<file path="config.mk">
export PLATFORM = sky130hd
export DESIGN_NAME = pmstep_mul
export DESIGN_NICKNAME = d
export VERILOG_FILES = /design/src/rtl/path_orbit_motion_stepper_top_defines.svh /design/src/rtl/pmstep_pkg.sv /design/src/rtl/pmstep_mul.sv
export SDC_FILE = /design/constraint.sdc
export NUM_CORES = 2
export LEC_CHECK = 0
export ABC_CLOCK_PERIOD_IN_PS = 12700
export BUFFER_PORTS_ARGS = -buffer_cell sky130_fd_sc_hd__buf_4
export CAP_MARGIN = 20
export CELL_PAD_IN_SITES_DETAIL_PLACEMENT = 2
export CELL_PAD_IN_SITES_GLOBAL_PLACEMENT = 2
export CORE_MARGIN = 1.5
export CORE_UTILIZATION = 42
export CTS_CLUSTER_DIAMETER = 60
export DETAILED_ROUTE_END_ITERATION = 10
export MAX_ROUTING_LAYER = met4
export PLACE_DENSITY_LB_ADDON = 0.1
export SYNTH_ARGS = -nofsm -noshare
export SYNTH_HDL_FRONTEND = slang
export SYNTH_SLANG_ARGS = --single-unit
</file>
<file path="constraint.sdc">
create_clock -name clk_i -period 12.7 [get_ports clk_i]
set_input_delay 0.635 -clock clk_i [delete_from_list [all_inputs] [get_ports clk_i]]
set_output_delay 0.635 -clock clk_i [all_outputs]
set_load 0.05 [all_outputs]
</file>
<file path="src/rtl/path_orbit_motion_stepper_top_defines.svh">
// Assertion macros for the motion stepper top RTL.
`ifndef PATH_ORBIT_MOTION_STEPPER_TOP_DEFINES_SVH
`define PATH_ORBIT_MOTION_STEPPER_TOP_DEFINES_SVH
`ifndef NO_ASSERTIONS
`define PMS_ASSERT(lbl, prop, msg) \
  lbl: assert property (@(posedge clk_i) disable iff (!rst_ni) (prop)) else $error(msg);
`define PMS_ASSERT_ALWAYS(lbl, prop, msg) \
  lbl: assert property (@(posedge clk_i) (prop)) else $error(msg);
`else
`define PMS_ASSERT(lbl, prop, msg)
`define PMS_ASSERT_ALWAYS(lbl, prop, msg)
`endif
`endif

</file>
<file path="src/rtl/pmstep_pkg.sv">
package pmstep_pkg;

  localparam int unsigned CORDIC_STEPS_DEF = 16;

  localparam logic [16:0]        PROG_ONE    = 17'd65536;
  localparam logic [31:0]        PERIOD_RST  = 32'd65536;
  localparam logic signed [33:0] CORDIC_GAIN = 34'sd652032874;

  typedef enum logic [3:0] {
    CFG_MODE     = 4'd0,
    CFG_START_X  = 4'd1,
    CFG_START_Y  = 4'd2,
    CFG_START_Z  = 4'd3,
    CFG_TARGET_X = 4'd4,
    CFG_TARGET_Y = 4'd5,
    CFG_TARGET_Z = 4'd6,
    CFG_PERIOD   = 4'd7
  } cfg_idx_e;

  typedef struct packed {
    logic [31:0] tick_delta;
  } tick_t;

  typedef struct packed {
    logic signed [31:0] pos_x;
    logic signed [31:0] pos_y;
    logic signed [31:0] pos_z;
    logic [16:0]        progress_out;
    logic               path_done;
  } result_t;

  typedef struct packed {
    logic        start;
    logic [63:0] dividend;
    logic [31:0] divisor;
  } div_req_t;

  typedef struct packed {
    logic        done;
    logic [63:0] quotient;
  } div_rsp_t;

  typedef struct packed {
    logic signed [36:0] a;
    logic signed [32:0] b;
  } mul_req_t;

  typedef struct packed {
    logic [69:0] mag;
    logic        neg;
  } mul_rsp_t;

  // arctan(2^-i) in turns, Q0.32
  function automatic logic [29:0] atan_turns(input logic [4:0] i);
    logic [29:0] r;
    case (i)
      5'd0:  r = 30'd536870912;
      5'd1:  r = 30'd316933406;
      5'd2:  r = 30'd167458907;
      5'd3:  r = 30'd85004756;
      5'd4:  r = 30'd42667331;
      5'd5:  r = 30'd21354465;
      5'd6:  r = 30'd10679838;
      5'd7:  r = 30'd5340245;
      5'd8:  r = 30'd2670163;
      5'd9:  r = 30'd1335087;
      5'd10: r = 30'd667544;
      5'd11: r = 30'd333772;
      5'd12: r = 30'd166886;
      5'd13: r = 30'd83443;
      5'd14: r = 30'd41722;
      5'd15: r = 30'd20861;
      5'd16: r = 30'd10430;
      5'd17: r = 30'd5215;
      5'd18: r = 30'd2608;
      5'd19: r = 30'd1304;
      5'd20: r = 30'd652;
      5'd21: r = 30'd326;
      5'd22: r = 30'd163;
      5'd23: r = 30'd81;
      5'd24: r = 30'd41;
      5'd25: r = 30'd20;
      5'd26: r = 30'd10;
      5'd27: r = 30'd5;
      5'd28: r = 30'd3;
      5'd29: r = 30'd1;
      5'd30: r = 30'd1;
      default: r = 30'd0;
    endcase
    return r;
  endfunction

endpackage

</file>
<file path="src/rtl/pmstep_mul.sv">
module pmstep_mul (
  input  logic                clk_i,
  input  pmstep_pkg::mul_req_t req_i,
  output pmstep_pkg::mul_rsp_t rsp_o
);
  import pmstep_pkg::*;

  logic [36:0] a_mag;
  logic [32:0] b_mag;
  logic [69:0] mag_q;
  logic        neg_q;

  // sign-magnitude product, registered
  assign a_mag = req_i.a[36] ? 37'(-req_i.a) : 37'(req_i.a);
  assign b_mag = req_i.b[32] ? 33'(-req_i.b) : 33'(req_i.b);

  always_ff @(posedge clk_i) begin
    mag_q <= 70'(a_mag) * 70'(b_mag);
    neg_q <= req_i.a[36] ^ req_i.b[32];
  end

  assign rsp_o.mag = mag_q;
  assign rsp_o.neg = neg_q;

endmodule

</file>
==> impl_results.md <==
* Drt pass-1 iters at 5
* Per-cell routed wire length at 28.4 um
* Post-synthesis adder-cell area fraction at 0.610
* Main synth FF type: dfxtp_1
* Wire length on met3 at 8440 um
* P&R area growth vs syn at 9.97%
* Synth area leader: fa_1
* Synth cell types at 71
* Post-synthesis xor/xnor area fraction at 0.0407
* CTS-repair resized insts at 0
* # DRC at 0
* Met2 WL post-DR at 87600 um
* Post-CTS Setup Bufs at 0
* DR iter-0 viols at 1905
* Slew Limit Fails at 0
* Pin count of the biggest net entering global routing at 41
* Compound-Gate Fraction of Synth Area at 0.0443
* Final worst-path cycle share at 0.972
* Endpoints failing setup at 0
* Max incr delay on CP at 0.57 ns
* Arrival @ worst endpoint at 12.60 ns
* Critical path's slowest cell: fa_1
* CP Data Required Time at 12.95 ns
* Max Cap Viol at 0
* Clk slew on worst S/H paths at 0.07 ns
* Mapped Cells at 4715
* Number of antenna violations at the first check in global routing at 9
* Share of the synthesized area in the top cell type at 0.528
* Post-route ant nets at 0
* Metal-1 WL at 63000 um
* Ys Warns at 0
* Post-Layout Inst Area at 45100 um^2
* Peak Freq at 81.0 MHz
* Avg Synthesized Cell Area at 8.71 um^2
* Fin crit period at 12.35 ns
* Synth area leaders: fa_1 (53%), inv_1 (10%), ha_1 (8.3%), nand2_1 (7.3%), nor2_1 (4.6%)
* First-pass GRT wire length at 256000 um
* Filler cell count at 10700
* Largest family of logic cells by synthesized area: adder cells
* Die Area at 99600 um^2
* Clk root buf: clkbuf_16
* Post-synthesis mux area share at 0.000244
* Post-Place Cell Area at 44800 um^2
* Mapped Area at 41100 um^2
* RD Place Congestion at 0.921
* Die Width at 316 um
* Endpoint class of the critical path: register
* Detail Placement HPWL at 149000 um
* Uppermost layer routed: met4
* DRT Wirelength at 173000 um
* Vias/cell at 5.46
* CTS Hold Buffers Added at 0
* Die H at 316 um
* I/O pin cnt at 142
* Via count at 33300
* Total track usage at 0.368
* IO buf count at 141
* Initial core utilization at 0.425
* Util after Layout at 0.467
* Yosys reg bits at 71
* CP most frequent cell: fa_1
* Syn nets at 6139
* Final hold vios at 0
* Placed cells at 6076
* Relative slew slack at 0.202
* Setup TNS at 0 ns
* Core ar. at 96700 um^2
* Post-synth EDFFs at 0
* Worst setup SP type: input port
* Max FO, Critical Path at 12
* Worst min-delay path category: in2reg
* Critical path class: in2reg
* Unrepaired setup endpoints after global routing: no
* CTS sink count at 71
* Clock Path Buffers at 2
* Vias in the first global route at 40400
* Status: complete, no violations
* Ys async rst share at 0
* Share of cells above drive strength 1 at 0.0897
* Post-synthesis sequential area ratio at 0.0346
* Simple-Gate Fraction of Synth Area at 0.144
* Congestion Overflow GR at 0
* Row cnt at 114
* TritonCTS Buffers at 9
* Worst Max-Slew Pin Slew at 1.20 ns
* Finished Layout Cells at 6100
* Final nets at 6237
* CTS tree: built
* H-tree levels at 3
[worst max-delay path, delay by kind of cell]
kind	cells	cell delay (ns)
buf+inv	7	0.83
simple gates	12	4.44
compound gates	6	1.61
fa+ha+maj	9	4.66
xor+xnor	1	0.39
[final timing paths]
check             startpoint   endpoint  slack (ns)  cells past startpoint
setup / recovery   req_i[40]  mag_q[66]        0.35                     35
hold / removal      req_i[0]   mag_q[0]        0.85                      4
[synthesized netlist by cell type (14+ instances only)]
cell type / number
a21o_1: 42
dfxtp_1: 71
xnor2_1: 105
nand2_1: 800
and2_1: 26
xor2_1: 82
a21oi_1: 77
o21a_1: 14
inv_1: 1145
clkbuf_1: 207
nand4_1: 18
o21ai_0: 55
nand3_1: 17
nor2_1: 508
fa_1: 1082
ha_1: 271
[logic make-up after synthesis]
| group | Yosys count |
|---|---|
| and+or+nand+nor | 1460 |
| buffers and inverters | 1365 |
| adders and majority gates | 1353 |
| AOI/OAI and AO/OA | 276 |
| xor gates and xnor gates | 189 |
| DFF | 71 |
| muxes | 1 |
[through the flow]
step	hold WS, ns	setup WS [ns]
after floorplan	0.798	1.73
after global placement	1.09	0.401
after detailed placement	1.09	0.0160
after CTS	0.853	0.414
after global routing	0.873	0.0487
final	0.854	0.353
[area by class of cell]
class | count | area, um^2 | area share
diodes | 6 | 15.0 | 0.000333
clock buffers | 11 | 253 | 0.00560
clock inverters | 5 | 56.3 | 0.00125
inverters | 1146 | 4300 | 0.0953
multi-input cells | 3279 | 35200 | 0.779
flip-flops and latches | 71 | 1420 | 0.0315
well taps | 1276 | 1600 | 0.0354
repair buffers | 306 | 2350 | 0.0520
[cells in the final DEF, fill, tap and decap left out, types with 11 or more instances in the layout]
master and instances:
o31ai_1 11, xnor2_1 58, o21ai_0 54, nand2_1 800, xnor2_2 37, buf_4 297, o21a_1 14, nand4_1 18
nand3_1 17, o21bai_1 12, xor2_1 61, or4_1 13, xor2_2 19, a21oi_1 77, dfxtp_1 71, ha_1 271
inv_1 1145, nor2_1 508, a21o_1 42, and2_1 26, fa_1 1082
[sequential cells by signal, summed over array words and instances, names as in the netlist]
register	count
mag_q	70
neg_q	1
[metal layers]
| layer | GRT usage | vias to the layer above |
|---|---|---|
| met2 | 0.632 | 1095 |
| met5 | - | - |
| met4 | 0.232 | 0 |
| li1 | - | 13800 |
| met3 | 0.0364 | 432 |
| met1 | 0.412 | 18000 |
Power is not shown: default switching activity piles up to over one toggle a cycle in this logic, so the estimate is an artifact.
