===== src/rtl/path_orbit_motion_stepper_top_defines.svh =====
// Assertion macros for the motion stepper top RTL.
`ifndef PATH_ORBIT_MOTION_STEPPER_TOP_DEFINES_SVH
`define PATH_ORBIT_MOTION_STEPPER_TOP_DEFINES_SVH
`ifndef NO_ASSERTIONS
`define PMS_ASSERT(lbl, prop, msg) \
  lbl: assert property (@(posedge clk_i) disable iff (!rst_ni) (prop)) else $error(msg);
`define PMS_ASSERT_ALWAYS(lbl, prop, msg) \
  lbl: assert property (@(posedge clk_i) (prop)) else $error(msg);
`else
`define PMS_ASSERT(lbl, prop, msg)
`define PMS_ASSERT_ALWAYS(lbl, prop, msg)
`endif
`endif


===== src/rtl/pmstep_pkg.sv =====
package pmstep_pkg;

  localparam int unsigned CORDIC_STEPS_DEF = 16;

  localparam logic [16:0]        PROG_ONE    = 17'd65536;
  localparam logic [31:0]        PERIOD_RST  = 32'd65536;
  localparam logic signed [33:0] CORDIC_GAIN = 34'sd652032874;

  typedef enum logic [3:0] {
    CFG_MODE     = 4'd0,
    CFG_START_X  = 4'd1,
    CFG_START_Y  = 4'd2,
    CFG_START_Z  = 4'd3,
    CFG_TARGET_X = 4'd4,
    CFG_TARGET_Y = 4'd5,
    CFG_TARGET_Z = 4'd6,
    CFG_PERIOD   = 4'd7
  } cfg_idx_e;

  typedef struct packed {
    logic [31:0] tick_delta;
  } tick_t;

  typedef struct packed {
    logic signed [31:0] pos_x;
    logic signed [31:0] pos_y;
    logic signed [31:0] pos_z;
    logic [16:0]        progress_out;
    logic               path_done;
  } result_t;

  typedef struct packed {
    logic        start;
    logic [63:0] dividend;
    logic [31:0] divisor;
  } div_req_t;

  typedef struct packed {
    logic        done;
    logic [63:0] quotient;
  } div_rsp_t;

  typedef struct packed {
    logic signed [36:0] a;
    logic signed [32:0] b;
  } mul_req_t;

  typedef struct packed {
    logic [69:0] mag;
    logic        neg;
  } mul_rsp_t;

  // arctan(2^-i) in turns, Q0.32
  function automatic logic [29:0] atan_turns(input logic [4:0] i);
    logic [29:0] r;
    case (i)
      5'd0:  r = 30'd536870912;
      5'd1:  r = 30'd316933406;
      5'd2:  r = 30'd167458907;
      5'd3:  r = 30'd85004756;
      5'd4:  r = 30'd42667331;
      5'd5:  r = 30'd21354465;
      5'd6:  r = 30'd10679838;
      5'd7:  r = 30'd5340245;
      5'd8:  r = 30'd2670163;
      5'd9:  r = 30'd1335087;
      5'd10: r = 30'd667544;
      5'd11: r = 30'd333772;
      5'd12: r = 30'd166886;
      5'd13: r = 30'd83443;
      5'd14: r = 30'd41722;
      5'd15: r = 30'd20861;
      5'd16: r = 30'd10430;
      5'd17: r = 30'd5215;
      5'd18: r = 30'd2608;
      5'd19: r = 30'd1304;
      5'd20: r = 30'd652;
      5'd21: r = 30'd326;
      5'd22: r = 30'd163;
      5'd23: r = 30'd81;
      5'd24: r = 30'd41;
      5'd25: r = 30'd20;
      5'd26: r = 30'd10;
      5'd27: r = 30'd5;
      5'd28: r = 30'd3;
      5'd29: r = 30'd1;
      5'd30: r = 30'd1;
      default: r = 30'd0;
    endcase
    return r;
  endfunction

endpackage


===== src/rtl/pmstep_div.sv =====
module pmstep_div (
  input  logic                clk_i,
  input  logic                rst_ni,
  input  pmstep_pkg::div_req_t req_i,
  output pmstep_pkg::div_rsp_t rsp_o
);
  import pmstep_pkg::*;

  logic        busy_q, busy_d;
  logic        done_q, done_d;
  logic [5:0]  cnt_q, cnt_d;
  logic [63:0] dvd_q, dvd_d;
  logic [31:0] rem_q, rem_d;
  logic [31:0] dsr_q, dsr_d;
  logic [32:0] trial;
  logic        ge;

  // restoring division, one quotient bit per cycle
  assign trial = {rem_q, dvd_q[63]};
  assign ge    = trial >= {1'b0, dsr_q};

  always_comb begin
    busy_d = busy_q;
    done_d = 1'b0;
    cnt_d  = cnt_q;
    dvd_d  = dvd_q;
    rem_d  = rem_q;
    dsr_d  = dsr_q;
    if (req_i.start) begin
      busy_d = 1'b1;
      cnt_d  = '0;
      dvd_d  = req_i.dividend;
      rem_d  = '0;
      dsr_d  = req_i.divisor;
    end else if (busy_q) begin
      rem_d = ge ? 32'(trial - {1'b0, dsr_q}) : trial[31:0];
      dvd_d = {dvd_q[62:0], ge};
      cnt_d = cnt_q + 6'd1;
      if (cnt_q == 6'd63) begin
        busy_d = 1'b0;
        done_d = 1'b1;
      end
    end
  end

  always_ff @(posedge clk_i or negedge rst_ni) begin
    if (!rst_ni) begin
      busy_q <= 1'b0;
      done_q <= 1'b0;
      cnt_q  <= '0;
    end else begin
      busy_q <= busy_d;
      done_q <= done_d;
      cnt_q  <= cnt_d;
    end
  end

  always_ff @(posedge clk_i) begin
    dvd_q <= dvd_d;
    rem_q <= rem_d;
    dsr_q <= dsr_d;
  end

  assign rsp_o.done     = done_q;
  assign rsp_o.quotient = dvd_q;

endmodule


===== config.mk =====
export PLATFORM = sky130hd
export DESIGN_NAME = pmstep_div
export DESIGN_NICKNAME = d
export VERILOG_FILES = /design/src/rtl/path_orbit_motion_stepper_top_defines.svh /design/src/rtl/pmstep_pkg.sv /design/src/rtl/pmstep_div.sv
export SDC_FILE = /design/constraint.sdc
export NUM_CORES = 1
export LEC_CHECK = 0
export BUFFER_PORTS_ARGS = -buffer_cell sky130_fd_sc_hd__buf_2
export CORE_ASPECT_RATIO = 0.5
export CORE_UTILIZATION = 54
export CTS_BUF_LIST = sky130_fd_sc_hd__clkbuf_2
export DETAILED_ROUTE_END_ITERATION = 8
export PLACE_DENSITY_LB_ADDON = 0.25
export SYNTH_ARGS = -nofsm -noshare
export SYNTH_HDL_FRONTEND = slang
export SYNTH_SLANG_ARGS = --single-unit

===== constraint.sdc =====
create_clock -name clk_i -period 5.35 [get_ports clk_i]
set_input_delay 0.8025 -clock clk_i [delete_from_list [all_inputs] [get_ports clk_i]]
set_output_delay 0.8025 -clock clk_i [all_outputs]
set_load 0.005 [all_outputs]

==> flow_summary_export.csv <==
group,metric,value,unit
placed_design,pre_cts_slack,2000,ps
critical_path,path_cells,"inv_1 > ha_1 > and2_1 > o21a_1 > o22ai_1 > nand2_1 > a211o_1 > a211oi_2 > nand2_2 > and3_1 > a311oi_1",
critical_path,arrival,4010,ps
detailed_routing,vias,5560,
yosys,synth_top_area_share,39.2,%
yosys,syn_area,7360,um^2
cells_and_area,area.growth.synth_to_final,15.8,%
yosys,syn-num-nets,794,
timing,slew-limit-headroom,34.4,%
timing,rsz0062_at_grt,"no",
yosys,synthCells,661,
clock_network,clk_path_buf_depth,2,
timing,timing.setup.tns,0,ps
run_status,outcome,"completed",
global_route,grt_max_degree,81,
timing,skew,53.7,ps
clock_network,cts_buffers,17,
clock_network,clk_pin_slew,240,ps
floorplanning,core_area,13000,um^2
worst_hold_path,hp-class,"input port to flip-flop",
clock_network,clk-insertion-delay-late,710,ps
critical_path,worst-setup-path-type,"flip-flop to flip-flop",
yosys,syn_area_per_cell,11.1,um^2
timing,finalHoldViolCount,0,
clock_network,cts_tree,"done",
detailed_routing,postRouteAntennaNets,0,
power,p_leak,3.76,nW
timing,fin_ws,1930,ps
cells_and_area,utilization,65.8,%
yosys,seq_area_frac_synth,50.6,%
timing,finalSetupViolations,0,
yosys,synth_top_cell_by_area,"edfxtp_1",
timing,finalMaxSlewViolations,0,
critical_path,r2r.worst_path.cells,11,
cells_and_area,nets,944,
clock_network,clock-sinks,136,
global_route,gr-total-overflow,0,
worst_hold_path,min_path_cells,1,
power,ir_worst_vdd,0.197,mV
critical_path,crit_path_max_fanout,37,
critical_path,crit_slowest_cell,"nand2_2",
yosys,netlist_top_cells_area,"edfxtp_1 (39%), mux2_2 (9.8%), dfxtp_1 (8.7%)",
detailed_routing,remaining_drc_errors,0,
timing,fin_crit,3420,ps
floorplanning,start_util,56.8,%
clock_network,htreeDepth,4,
placed_design,io_buffers,163,
floorplanning,die_y,84.5,um
detailed_routing,routed_wirelength,15900,um
floorplanning,die_area,14100,um^2
timing,clock.fmax,292,MHz
cells_and_area,final_common_cell,"buf_2",
critical_path,start_kind,"flip-flop",
critical_path,cp.required,5930,ps
cells_and_area,drive_gt1_share,33.5,%
clock_network,cts_root_buf,"clkbuf_2",
yosys,synth_top_flop_cell,"edfxtp_1",
yosys,synth_warnings,0,
global_route,grt_usage,23.3,%
global_route,grt_pass1_vias,5191,
timing,fin_crit_sh,63.9,%
placed_design,dp_hpwl,11300,um
yosys,synth_async_sr_flop_share,5.88,%
global_route,antenna_found_initial,4,
clock_network,cts_hold_buffers,1,
floorplanning,core.rowCount,29,
power,power_density,394,nW/um^2
flow_run,cap_violations,0,
critical_path,crit_path_end_kind,"flip-flop",
clock_network,cts_setup_buffers,0,
global_route,grt_pass1_wl,25800,um
detailed_routing,viasPerCell,5.58,
detailed_routing,drt-wirelength-per-cell,16.0,um
timing,worst_pin_slew,982,ps
floorplanning,io_pins,164,
yosys,ys_types,62,
placed_design,gp_congestion,0.862,
yosys,synth_seq_cells,136,
critical_path,cp_slowest_stage_delay,560,ps
floorplanning,die_w,167,um
cells_and_area,final_cell_mix,"buf_2 (162), edfxtp_1 (96), mux2_2 (64)",
detailed_routing,drt_iter0_markers,497,
detailed_routing,firstDrtPassIters,5,
clock_network,cts-resized-gates,0,
yosys,synth-edff-count,96,
## sequential cells by signal, summed over array words and instances (netlist names)
register  flops
dvd_q        64
dsr_q        32
rem_q        32
cnt_q         6
busy_q        1
done_q        1
## cell type report
type,count,area [um^2]
clock inverter,14,156
fill,1036,4440
multi-input combinational,448,3320
tap,170,213
timing repair buffer,167,851
clock buffer,18,90.1
sequential,136,3720
inverter,41,154
antenna,3,7.51
## final timing paths
kind | slack, ps | startpoint | endpoint
min | 260 | req_i[11] | dsr_q[11]
min in group asynchronous | 430 | rst_ni | done_q
min reg2reg | 500 | rem_q[29] | rem_q[30]
max in group asynchronous | 4720 | rst_ni | busy_q
max | 1930 | dsr_q[22] | rem_q[0]
max reg2reg | 1930 | dsr_q[22] | rem_q[0]
## layer usage
metal | vias to the layer above | part of all wire, % | track usage [%]
li1 | 2755 | - | -
met2 | 170 | 47 | 37.4
met1 | 2623 | 45 | 30.6
met3 | 12 | 6.9 | 7.97
met4 | 0 | 0.88 | 5.05
met5 | - | 0 | 0
## cell families (layout without fill, tap and decap cells)
| family | after synthesis | in the layout | share of synthesized area [%] |
|---|---|---|---|
| AOI/OAI and AO/OA | 139 | 139 | 12.9 |
| xor gates and xnor gates | 31 | 31 | 3.69 |
| adders and majority gates | 34 | 34 | 5.89 |
| buffers and inverters | 77 | 240 | 4.22 |
| DFF | 136 | 136 | 50.6 |
| muxes | 75 | 75 | 11.3 |
| other | 0 | 3 | 0 |
| and+or+nand+nor | 169 | 169 | 11.3 |
## cells in the mapped netlist (all sizes together), types with 2 or more instances
library cell  instances
a211oi               17
a21boi                3
a21o                 17
a21oi                36
a221oi                2
a311oi               11
a31o                  2
a31oi                 7
and2                  8
and3                  6
buf                  16
clkbuf               20
dfrtp                 8
dfxtp                32
edfxtp               96
ha                   33
inv                  41
mux2                 64
mux2i                11
nand2                46
nand2b                6
nand3                13
nand4                 7
nand4b                2
nor2                 51
nor2b                 3
nor3                  8
nor3b                 6
nor4                  4
o211ai                3
o21a                  5
o21ai                15
o21bai                3
o22ai                 4
o311ai                2
o31ai                 4
or2                   2
or3                   3
or3b                  2
xnor2                15
xor2                 16
## where the power goes
group | switching (W) | internal [W] | leakage, nW | total (W)
Sequential | 0.000103 | 0.00130 | 1.36 | 0.00141
Clock | 0.000445 | 0.000191 | 0.139 | 0.000637
Combinational | 0.000730 | 0.000583 | 2.27 | 0.00131
Total | 0.00128 | 0.00208 | 3.76 | 0.00336
## metrics by stage
step | std cells | hold WS (ps) | total power, W | instance area, um^2
after floorplan | 661 | 471 | 0.00242 | 7360
after global placement | 961 | 478 | 0.00271 | 8250
after detailed placement | 961 | 492 | 0.00273 | 8250
after CTS | 994 | 220 | 0.00337 | 8510
after global routing | 995 | 154 | 0.00358 | 8510
final | 997 | 260 | 0.00336 | 8520
## critical path: cells and delay by family, from the launching register on
kind | cells | cell delay (ps)
AOI/OAI and AO/OA | 5 | 1290
and+or+nand+nor | 4 | 1260
DFF | 1 | 380
adders and majority gates | 1 | 350
buffers and inverters | 1 | 40
(Power assumes the default switching activity.)
